<file path="config.mk">
export PLATFORM = sky130hd
export DESIGN_NAME = calendar_seconds_converter_top
export DESIGN_NICKNAME = d
export VERILOG_FILES = /design/src/hw/rtl/csc_pkg.sv /design/src/hw/rtl/calendar_seconds_converter_top.sv
export VERILOG_INCLUDE_DIRS = /design/src /design/src/hw/rtl
export SDC_FILE = /design/constraint.sdc
export NUM_CORES = 2
export LEC_CHECK = 0
export BUFFER_PORTS_ARGS = -buffer_cell sky130_fd_sc_hd__buf_2
export CAP_MARGIN = 20
export CORE_ASPECT_RATIO = 1.2
export CORE_MARGIN = 2
export CORE_UTILIZATION = 50
export CTS_CLUSTER_SIZE = 30
export DETAILED_ROUTE_END_ITERATION = 12
export GPL_TIMING_DRIVEN = 1
export PLACE_DENSITY_LB_ADDON = 0.08
export SLEW_MARGIN = 20
export SYNTH_ARGS = -nofsm -noshare
export SYNTH_HDL_FRONTEND = slang
export SYNTH_SLANG_ARGS = --single-unit
</file>
<file path="constraint.sdc">
create_clock -name clock -period 8.4 [get_ports clock]
set_input_delay 0.84 -clock clock [delete_from_list [all_inputs] [get_ports clock]]
set_output_delay 0.84 -clock clock [all_outputs]
set_load 0.01 [all_outputs]
</file>
<file path="src/hw/rtl/calendar_seconds_converter_top_assert.svh">
// Assertion macros for the calendar seconds converter. They sample on clock and
// are switched off while reset is high.
`ifndef CALENDAR_SECONDS_CONVERTER_TOP_ASSERT_SVH
`define CALENDAR_SECONDS_CONVERTER_TOP_ASSERT_SVH

// A condition that must hold at every clock edge.
`define CSC_ASSERT_NOW(label, cond, msg) \
   label: assert property (@(posedge clock) disable iff (reset) (cond)) else $error(msg);

// A condition that must hold in the cycle after its trigger.
`define CSC_ASSERT_NEXT(label, ante, cons, msg) \
   label: assert property (@(posedge clock) disable iff (reset) (ante) |=> (cons)) \
      else $error(msg);

`endif

</file>
<file path="src/hw/rtl/csc_pkg.sv">
package csc_pkg;

   localparam int unsigned DATA_W = 72;

   localparam int unsigned SECS_PER_DAY  = 86400;
   localparam int unsigned SECS_PER_HOUR = 3600;
   localparam int unsigned SECS_PER_MIN  = 60;
   localparam int unsigned MARCH_SHIFT   = 306;
   localparam int unsigned ERA_DAYS      = 1461;
   localparam int unsigned WEEK_DAYS     = 7;
   localparam int unsigned MON_SPAN_NUM  = 5;

   // Division by a constant: the dividend is shifted right by the power of two in
   // the divisor, then multiplied by ceil(2^K / D). K is the dividend width plus
   // ceil(log2(D)), which makes the quotient exact over the whole dividend range.
   localparam int unsigned DAY_PRE  = 7;
   localparam int unsigned DAY_DIV  = SECS_PER_DAY >> DAY_PRE;
   localparam int unsigned DAY_K    = 35;
   localparam logic [25:0] DAY_M    =
      26'(((64'd1 << DAY_K) + 64'(DAY_DIV) - 64'd1) / 64'(DAY_DIV));

   localparam int unsigned HOUR_PRE = 4;
   localparam int unsigned HOUR_DIV = SECS_PER_HOUR >> HOUR_PRE;
   localparam int unsigned HOUR_K   = 21;
   localparam logic [13:0] HOUR_M   =
      14'(((64'd1 << HOUR_K) + 64'(HOUR_DIV) - 64'd1) / 64'(HOUR_DIV));

   localparam int unsigned MIN_PRE  = 2;
   localparam int unsigned MIN_DIV  = SECS_PER_MIN >> MIN_PRE;
   localparam int unsigned MIN_K    = 14;
   localparam logic [10:0] MIN_M    =
      11'(((64'd1 << MIN_K) + 64'(MIN_DIV) - 64'd1) / 64'(MIN_DIV));

   localparam int unsigned WEEK_K   = 19;
   localparam logic [16:0] WEEK_M   =
      17'(((64'd1 << WEEK_K) + 64'(WEEK_DAYS) - 64'd1) / 64'(WEEK_DAYS));

   localparam int unsigned YEAR_K   = 29;
   localparam logic [18:0] YEAR_M   =
      19'(((64'd1 << YEAR_K) + 64'(ERA_DAYS) - 64'd1) / 64'(ERA_DAYS));

   localparam int unsigned MON_DIV  = 153;
   localparam int unsigned MON_K    = 19;
   localparam logic [11:0] MON_M    =
      12'(((64'd1 << MON_K) + 64'(MON_DIV) - 64'd1) / 64'(MON_DIV));

   // Days from the start of a March-based year to the start of month index mi,
   // (153 * mi + 2) / 5.
   function automatic logic [8:0] month_days(input logic [3:0] mi);
      logic [8:0] days;
      case (mi)
         4'd0:    days = 9'd0;
         4'd1:    days = 9'd31;
         4'd2:    days = 9'd61;
         4'd3:    days = 9'd92;
         4'd4:    days = 9'd122;
         4'd5:    days = 9'd153;
         4'd6:    days = 9'd184;
         4'd7:    days = 9'd214;
         4'd8:    days = 9'd245;
         4'd9:    days = 9'd275;
         4'd10:   days = 9'd306;
         4'd11:   days = 9'd337;
         4'd12:   days = 9'd367;
         4'd13:   days = 9'd398;
         4'd14:   days = 9'd428;
         4'd15:   days = 9'd459;
         default: days = 9'd0;
      endcase
      return days;
   endfunction

   typedef struct packed {
      logic        func;
      logic [31:0] seconds;
      logic [50:0] day_prod;
      logic [7:0]  ya;
      logic [3:0]  mi;
      logic [4:0]  day;
      logic [16:0] hms;
   } s1_type;

   typedef struct packed {
      logic        func;
      logic [15:0] days;
      logic [16:0] rem;
      logic [31:0] dsum;
      logic [16:0] hms;
   } s2_type;

   typedef struct packed {
      logic        func;
      logic [16:0] rem;
      logic [15:0] t2;
      logic [26:0] hour_prod;
      logic [36:0] year_prod;
      logic [33:0] week_prod;
      logic [31:0] dprod;
      logic [16:0] hms;
   } s3_type;

   typedef struct packed {
      logic        func;
      logic [4:0]  hour;
      logic [11:0] hrem;
      logic [7:0]  ya;
      logic [2:0]  wd;
      logic [15:0] t2;
      logic [31:0] seconds;
   } s4_type;

   typedef struct packed {
      logic        func;
      logic [4:0]  hour;
      logic [11:0] hrem;
      logic [7:0]  ya;
      logic [2:0]  wd;
      logic [20:0] min_prod;
      logic [8:0]  t3;
      logic [31:0] seconds;
   } s5_type;

   typedef struct packed {
      logic        func;
      logic [4:0]  hour;
      logic [5:0]  minute;
      logic [5:0]  second;
      logic [7:0]  ya;
      logic [2:0]  wd;
      logic [8:0]  t3;
      logic [22:0] mon_prod;
      logic [31:0] seconds;
   } s6_type;

endpackage

</file>
<file path="src/hw/rtl/calendar_seconds_converter_top.sv">
// Converts between a seconds count since 2000-01-01 00:00:00 and calendar time.
// With tuser 0 the date and time fields are folded into a seconds count; with
// tuser 1 a seconds count is split into year, month, day, hour, minute, second
// and weekday. The block accepts one transfer per clock while rsp_tready is high,
// and each transfer gives one result transfer through six arithmetic stages
// (each holding one multiply-by-reciprocal, or the subtract that recovers its
// remainder) and the output register. Each stage stalls only when the stage
// after it is full and stalled, so bubbles are squeezed out under backpressure.
`include "calendar_seconds_converter_top_assert.svh"

module calendar_seconds_converter_top (
   input  logic                       clock,
   input  logic                       reset,
   input  logic                       req_tvalid,
   output logic                       req_tready,
   // seconds_in[31:0], year_in[39:32], month_in[43:40], day_in[48:44],
   // hour_in[53:49], minute_in[59:54], second_in[65:60], zero fill above.
   input  logic [csc_pkg::DATA_W-1:0] req_tdata,
   // func[0].
   input  logic [0:0]                 req_tuser,
   output logic                       rsp_tvalid,
   input  logic                       rsp_tready,
   // seconds_out[31:0], year_out[39:32], month_out[43:40], day_out[48:44],
   // hour_out[53:49], minute_out[59:54], second_out[65:60],
   // weekday_out[68:66], zero fill above.
   output logic [csc_pkg::DATA_W-1:0] rsp_tdata
);

   localparam int unsigned STAGES = 7;

   logic [STAGES-1:0]          stage_vld_ff;
   logic [STAGES-1:0]          adv;
   csc_pkg::s1_type            s1_ff, s1_in;
   csc_pkg::s2_type            s2_ff, s2_in;
   csc_pkg::s3_type            s3_ff, s3_in;
   csc_pkg::s4_type            s4_ff, s4_in;
   csc_pkg::s5_type            s5_ff, s5_in;
   csc_pkg::s6_type            s6_ff, s6_in;
   logic [csc_pkg::DATA_W-1:0] rsp_data_ff, rsp_data_in;

   logic [3:0]  in_month;
   logic        in_early;
   logic [13:0] week_q;
   logic [10:0] mon_x;
   logic [3:0]  out_mi;
   logic        out_early;
   logic [7:0]  out_year;
   logic [3:0]  out_month;
   logic [4:0]  out_day;

   // A stage moves on when it is empty or the stage after it moves on.
   always_comb begin
      adv[STAGES-1] = !stage_vld_ff[STAGES-1] || rsp_tready;
      for (int i = STAGES - 2; i >= 0; i--) begin
         adv[i] = !stage_vld_ff[i] || adv[i+1];
      end
   end

   assign req_tready = adv[0];
   assign rsp_tvalid = stage_vld_ff[STAGES-1];
   assign rsp_tdata  = rsp_data_ff;

   // Stage 1: day quotient product; date path prepares year and month indexes and the seconds of the day.
   always_comb begin
      in_month       = req_tdata[43:40];
      in_early       = in_month < 4'd3;
      s1_in.func     = req_tuser[0];
      s1_in.seconds  = req_tdata[31:0];
      s1_in.day_prod = 51'(req_tdata[31:csc_pkg::DAY_PRE]) * 51'(csc_pkg::DAY_M);
      s1_in.ya       = req_tdata[39:32] + 8'd1 - {7'd0, in_early};
      s1_in.mi       = in_early ? in_month + 4'd9 : in_month - 4'd3;
      s1_in.day      = req_tdata[48:44];
      s1_in.hms      = 17'(req_tdata[53:49]) * 17'(csc_pkg::SECS_PER_HOUR)
                     + 17'(req_tdata[59:54]) * 17'(csc_pkg::SECS_PER_MIN)
                     + 17'(req_tdata[65:60]);
   end

   // Stage 2: day count and seconds within the day; date path sums its days.
   always_comb begin
      s2_in.func = s1_ff.func;
      s2_in.days = 16'(s1_ff.day_prod >> csc_pkg::DAY_K);
      s2_in.rem  = 17'(s1_ff.seconds - 32'(s2_in.days) * 32'(csc_pkg::SECS_PER_DAY));
      s2_in.dsum = 32'(s1_ff.day) - 32'd1 + 32'(csc_pkg::month_days(s1_ff.mi))
                 + 32'((19'(csc_pkg::ERA_DAYS) * 19'(s1_ff.ya) + 19'd3) >> 2)
                 - 32'(csc_pkg::MARCH_SHIFT);
      s2_in.hms  = s1_ff.hms;
   end

   // Stage 3: quotient products for hour, year and weekday; date path scales its days to seconds.
   always_comb begin
      s3_in.func      = s2_ff.func;
      s3_in.rem       = s2_ff.rem;
      s3_in.t2        = s2_ff.days + 16'(csc_pkg::MARCH_SHIFT);
      s3_in.hour_prod = 27'(s2_ff.rem >> csc_pkg::HOUR_PRE) * 27'(csc_pkg::HOUR_M);
      s3_in.year_prod = 37'({s3_in.t2, 2'b00}) * 37'(csc_pkg::YEAR_M);
      s3_in.week_prod = (34'(s3_in.t2) + 34'd1) * 34'(csc_pkg::WEEK_M);
      s3_in.dprod     = s2_ff.dsum * 32'(csc_pkg::SECS_PER_DAY);
      s3_in.hms       = s2_ff.hms;
   end

   // Stage 4: hour, year index and weekday; date path finishes its count.
   always_comb begin
      week_q        = 14'(s3_ff.week_prod >> csc_pkg::WEEK_K);
      s4_in.func    = s3_ff.func;
      s4_in.hour    = 5'(s3_ff.hour_prod >> csc_pkg::HOUR_K);
      s4_in.hrem    = 12'(s3_ff.rem - 17'(s4_in.hour) * 17'(csc_pkg::SECS_PER_HOUR));
      s4_in.ya      = 8'(s3_ff.year_prod >> csc_pkg::YEAR_K);
      s4_in.wd      = 3'(17'(s3_ff.t2) + 17'd1 - 17'(week_q) * 17'(csc_pkg::WEEK_DAYS));
      s4_in.t2      = s3_ff.t2;
      s4_in.seconds = s3_ff.dprod + 32'(s3_ff.hms);
   end

   // Stage 5: minute product and day within the March-based year.
   always_comb begin
      s5_in.func     = s4_ff.func;
      s5_in.hour     = s4_ff.hour;
      s5_in.hrem     = s4_ff.hrem;
      s5_in.ya       = s4_ff.ya;
      s5_in.wd       = s4_ff.wd;
      s5_in.min_prod = 21'(s4_ff.hrem >> csc_pkg::MIN_PRE) * 21'(csc_pkg::MIN_M);
      s5_in.t3       = 9'(19'(s4_ff.t2)
                     - ((19'(csc_pkg::ERA_DAYS) * 19'(s4_ff.ya) + 19'd3) >> 2));
      s5_in.seconds  = s4_ff.seconds;
   end

   // Stage 6: minute and second; month quotient product.
   always_comb begin
      mon_x          = 11'(s5_ff.t3) * 11'(csc_pkg::MON_SPAN_NUM) + 11'd2;
      s6_in.func     = s5_ff.func;
      s6_in.hour     = s5_ff.hour;
      s6_in.minute   = 6'(s5_ff.min_prod >> csc_pkg::MIN_K);
      s6_in.second   = 6'(s5_ff.hrem - 12'(s6_in.minute) * 12'(csc_pkg::SECS_PER_MIN));
      s6_in.ya       = s5_ff.ya;
      s6_in.wd       = s5_ff.wd;
      s6_in.t3       = s5_ff.t3;
      s6_in.mon_prod = 23'(mon_x) * 23'(csc_pkg::MON_M);
      s6_in.seconds  = s5_ff.seconds;
   end

   // Output stage: month, day and calendar year, then the result is packed.
   always_comb begin
      out_mi    = 4'(s6_ff.mon_prod >> csc_pkg::MON_K);
      out_early = out_mi < 4'd10;
      out_day   = 5'(s6_ff.t3 - csc_pkg::month_days(out_mi) + 9'd1);
      out_year  = s6_ff.ya - {7'd0, out_early};
      out_month = out_early ? out_mi + 4'd3 : out_mi - 4'd9;
      if (s6_ff.func) begin
         rsp_data_in = {3'd0, s6_ff.wd, s6_ff.second, s6_ff.minute, s6_ff.hour,
                        out_day, out_month, out_year, 32'd0};
      end else begin
         rsp_data_in = {40'd0, s6_ff.seconds};
      end
   end

   always_ff @(posedge clock) begin
      if (reset) begin
         stage_vld_ff <= '0;
      end else begin
         if (adv[0]) begin
            stage_vld_ff[0] <= req_tvalid;
         end
         for (int i = 1; i < STAGES; i++) begin
            if (adv[i]) begin
               stage_vld_ff[i] <= stage_vld_ff[i-1];
            end
         end
      end
   end

   always_ff @(posedge clock) begin
      if (adv[0]) begin
         s1_ff <= s1_in;
      end
      if (adv[1]) begin
         s2_ff <= s2_in;
      end
      if (adv[2]) begin
         s3_ff <= s3_in;
      end
      if (adv[3]) begin
         s4_ff <= s4_in;
      end
      if (adv[4]) begin
         s5_ff <= s5_in;
      end
      if (adv[5]) begin
         s6_ff <= s6_in;
      end
      if (adv[6]) begin
         rsp_data_ff <= rsp_data_in;
      end
   end

   `CSC_ASSERT_NEXT(a_accept_fills_stage, req_tvalid && req_tready, stage_vld_ff[0],
      "Accepted transfer did not enter the first stage.")
   `CSC_ASSERT_NEXT(a_blocked_stage_holds, stage_vld_ff[0] && !adv[1], stage_vld_ff[0],
      "First stage lost its item while blocked.")
   `CSC_ASSERT_NOW(a_one_result_kind,
      !rsp_tvalid || (rsp_tdata[31:0] == 32'd0) || (rsp_tdata[68:32] == 37'd0),
      "Result carries both a seconds count and date fields.")
   `CSC_ASSERT_NOW(a_date_in_range,
      !rsp_tvalid || (rsp_tdata[43:40] == 4'd0) || ((rsp_tdata[43:40] <= 4'd12)
      && (rsp_tdata[48:44] != 5'd0) && (rsp_tdata[53:49] <= 5'd23)
      && (rsp_tdata[59:54] <= 6'd59) && (rsp_tdata[65:60] <= 6'd59)
      && (rsp_tdata[68:66] <= 3'd6)),
      "Date result field out of range.")

endmodule
</file>
# --- Word-level counts from Yosys, hierarchy flattened ---
# Memories as Yosys holds them, arrays and structs flattened. A register that Yosys moved wholly into a read port is not among the register bits.
# Index checks and enable logic that the tools add are counted.
# W data, S select, Z words.
word_totals:
  rom_bits: 288
  input_bits: 77
  output_inout_bits: 74
  wordCells: 119
  memories: 2
  ram_bits: 0
  reg_bits: 666
  latchBits: 0
mem_list:
  columns: ["memory", "depth", "word_bits", "read_ports", "rd_ports_with_merged_regs", "wr", "line", "rtl"]
  rows:
  - ["(name not given)", 16, 9, 1, 1, 0, "csc_pkg.sv:51", "case (mi)"]
  - ["(name not given)", 16, 9, 1, 1, 0, "csc_pkg.sv:51", null]
classes:
  eq_ne: 0
  shifts: 0
  muxes: 4
  n_div: 0
  mul: 16
  n_reduce_logical: 14
  n_addsub: 27
  magnitude_cmp: 2
  bitwise: 0
op_table:
  columns: ["operator", "count"]
  rows:
  - ["$mul A25 B26 Y51 const B", 1]
  - ["$mul A16 B19 Y35 const B", 1]
  - ["$mul A17 B17 Y33 const B", 1]
  - ["$add A32 B17 Y32", 1]
  - ["$mul A32 B10 Y25 const B", 1]
  - ["$mul A13 B14 Y26 const B", 1]
  - ["$mul A11 B12 Y23 const B", 1]
  - ["$add A11 B2 Y11 const B", 2]
  - ["$sub A20 B10 Y21 const B", 1]
  - ["$add A11 B19 Y20", 1]
  - ["$add A19 B2 Y20 const B", 1]
  - ["$mul A10 B11 Y20 const B", 1]
  - ["$mul A11 B8 Y19 const A", 1]
  - ["$add A16 B1 Y17 const B", 1]
  - ["$add A17 B12 Y17", 1]
  - ["$add A17 B6 Y17", 1]
  - ["$sub A17 B17 Y17", 1]
  - ["$add A16 B9 Y16 const B", 1]
  - ["$mul A16 B10 Y10 const B", 1]
  - ["$mux W4", 4]
  - ["$sub A8 B1 Y8", 2]
  - ["$mul A14 B3 Y3 const B", 1]
  - ["$mul A5 B8 Y13 const B", 1]
  - ["$sub A12 B12 Y12", 1]
  - ["other kinds (22)", 34]

# --- Longest topological paths before layout ---
logic_depth:
  word_depth: 9
  mapped_depth: 34
  depth_no_buf: 34

# --- Least setup slack after synthesis ---
# No wires, ideal clock.
synth_timing:
  kind: "register to register"
  startpoint: "register s5_ff[33] in the netlist's numbering"
  endpoint: "register with a tool-made name"
  slack_ns: 0.946
  path_stages_with_launch: 34
  t_arrival_ns: 7.396
  synth_period_minus_slack_ns: 7.454
  setup_time_ns: 0.058
  cell_sequence: "edfxtp_1 -> ha_1 -> ha_1 -> o211a_1 -> o21ai_0 -> a21oi_1 -> o21a_1 -> o21ai_0 -> nand2b_1 -> a21oi_1 -> o21bai_1 -> xor2_1 -> ha_1 -> inv_1 -> fa_1 -> inv_1 -> ha_1 -> inv_1 -> fa_1 -> fa_1 -> inv_1 -> ha_1 -> a211o_1 -> a21oi_1 -> o21ai_1 -> a2111oi_2 -> o21ai_0 -> xor2_1 -> nand2_1 -> a21boi_0 -> ha_1 -> and2_1 -> a22oi_1 -> o311a_2"
synth_lines:
  columns: ["element", "line", "rtl"]
  rows:
  - ["start: declaration", "calendar_seconds_converter_top.sv:37", "csc_pkg::s5_type s5_ff, s5_in;"]
  - ["start signal: assignment", "calendar_seconds_converter_top.sv:184", "s5_ff <= s5_in;"]

==> flow_summary.toml <==
[status]
status = "finished, final reports clean"

[worst_hold_path]
min_from = "req_tdata[46]"
min_path_cells = 1
hold_end = "s1_ff[19]"
min-delay-path-class = "in -> reg"

[clock_tree]
cts.hold.buffers_added = 0
clock_latency_ns = 0.64
clockBufferDepth = 3
path_clk_slew_ns = 0.06
cts_made_buffers = 54
h-tree-depth = 2
postCtsSetupRepairBufs = 0
post_cts_resized = 0
root_buffer = "clkbuf_16"
cts_tree = "built"
cts.sinks = 520

[synthesis]
ys_ff_latch = 520
synth.top_cell.area_share = 0.2950
synth-async-reset-ratio = 0
synth_edf_count = 499
ys_seq_area_frac = 0.3033
yosys_warnings = 0
postSynthAreaPerCell_um2 = 11.64
synth_ff_type = "edfxtp_1"
post_synth_num_cell_types = 90
netlist_area_um2 = 50790
ys_top_cells_by_area = "edfxtp_1, ha_1, fa_1"
synthCells = 4364
yosysTopAreaCell = "edfxtp_1"

[cells_and_area]
drive_gt1_frac = 0.06594
num-nets-final = 6205
layout_common_cells = "inv_1, ha_1, fa_1, edfxtp_1, xnor2_1"
layout.cells.non_filler = 5980
utilization = 0.5459
syn_to_final_growth_pct = 8.610
final_common_cell = "inv_1"

[sta]
setup_viol = 0
clock_skew_ns = 0.04980
min_period_ns = 7.827
finalCritPeriodShare = 0.9318
tightest_slew_ns = 1.042
setup_ws_ns = 0.5733
fmaxAchievable_ghz = 0.1278
slew-limit-headroom = 0.3052
hold_viol = 0
drv_slew = 0

[worst_setup_path]
startpoint_type = "flip-flop"
reg2reg_slack_ns = 0.57
arrival_ns = 8.16
cp_num_buf_inv = 5
r2r_end = "s3_ff[119]"
r2r_cells = 27
worst_path_max_delay_cell = "fa_1"
criticalPathCategory = "reg -> reg"
crit_family = "adder cells"
max_stage_delay_ns = 0.58
reg2reg_from = "s2_ff[68]"
worstSetupEndpointType = "flip-flop"
crit_fanout = 5
critPathRequiredTime_ns = 8.74

[routing]
via_per_inst = 4.922
drc = 0
drtPass1Iterations = 5
num_vias = 29440
wire_per_inst_um = 15.58
drt_wl_total_mm = 93.19
postRouteAntennaNets = 0
dr.first_iter.drc_count = 847

[global_routing]
grt_pass1_wl_mm = 157.6
grt_pass1_vias = 31500
overflow = 0
grtUsageTotal = 0.1897
grt_antenna_before_repair = 9
grt_max_degree = 74

[place]
io_buffers = 141
dp_cells = 5874
pre_cts_slack_ns = 0.1973
place.gp.congestion = 0.8994
post-dp-hpwl_mm = 78.51

[floorplanning]
die_area_um2 = 104200
start_util = 0.5026
placementRows = 128
die_h_um = 353.1
pin_count = 151
die_w_um = 294.9
core-area_um2 = 101100

[flow_run]
max_cap_violations = 0
-- flip-flops by register name, summed over array words and instances, names as in the netlist, named ones only --
name,cells
out_mi,4
rsp_tdata,69
s1_ff,68
s2_ff,72
s3_ff,80
s4_ff,70
s5_ff,70
s6_ff,66
stage_vld_ff,7
-- metal layers --
metal	part of all wire	vias to the layer above	track usage
li1	-	14780	-
met1	0.42	14210	0.2310
met2	0.52	318	0.3535
met3	0.030	120	0.02241
met4	0.025	10	0.04704
met5	0.00061	-	0
-- stage by stage --
step | hold WS (ns) | area [um2] | setup TNS, ns
final | 0.3775 | 55160 | 0
after global routing | 0.3380 | 55160 | -0.004214
after CTS | 0.3253 | 55110 | 0
after detailed placement | 0.4045 | 53290 | 0
after global placement | 0.4006 | 53290 | 0
after floorplan | 0.4003 | 50800 | 0
-- final cells by class --
type	count	area [um2]
Antenna cell	5	12.51
Clock buffer	66	1426
Clock inverter	35	385.4
Fill cell	8869	45890
Inverter	1078	4048
Multi-Input combinational cell	2749	31320
Sequential cell	520	15400
Tap cell	1365	1708
Timing Repair Buffer	162	863.3
-- synth_stat cells, types with 4 or more instances --
cell type  count
nor4_1         6
a31oi_1       19
and2_1        37
nand4_1       10
a21o_1        53
ha_1        1041
o21a_1        19
or2_2          6
a22oi_1        4
nor3_1        30
a31o_2         4
o2111ai_1      4
mux2i_1        6
nor2_1       117
clkbuf_1      10
fa_1         522
xor2_2         4
o31ai_1       10
a21oi_1      147
dfxtp_1       21
and3_1        18
xnor2_1      174
edfxtp_1     499
nand2b_1      16
a211oi_1      17
o21ai_0       66
a21boi_0      10
or3_1         10
nand3_1       29
nor2b_1       60
o21bai_1      28
a211o_1        5
o211ai_1      13
inv_1       1077
nand2_1      104
buf_4          6
xor2_1        78
and4_1         5
-- worst max-delay path by stage --
stage	end	slack, ns	startpoint	cells past startpoint
after global routing	s3_ff[119]	-0.004	s2_ff[68]	27
after floorplan	flip-flop	0.95	s5_ff[33]	33
after CTS	flip-flop	0.15	s5_ff[35]	33
after detailed placement	flip-flop	0.20	s5_ff[35]	33
final	s3_ff[119]	0.57	s2_ff[68]	27
after global placement	flip-flop	0.37	s5_ff[35]	33
-- cell families after synthesis --
kind of cell               after synthesis  synth area share
adders and majority gates             1563            0.4622
buffers and inverters                 1097           0.08171
DFF                                    520            0.3033
and+or+nand+nor                        475           0.04789
AOI/OAI and AO/OA                      436           0.05543
xor gates and xnor gates               260           0.04614
muxes                                   12          0.003252
other                                    1        0.00007383
Power is left out: the tool's default activity adds up to more than one toggle a clock period on the data nets, which glitch-free logic cannot reach.
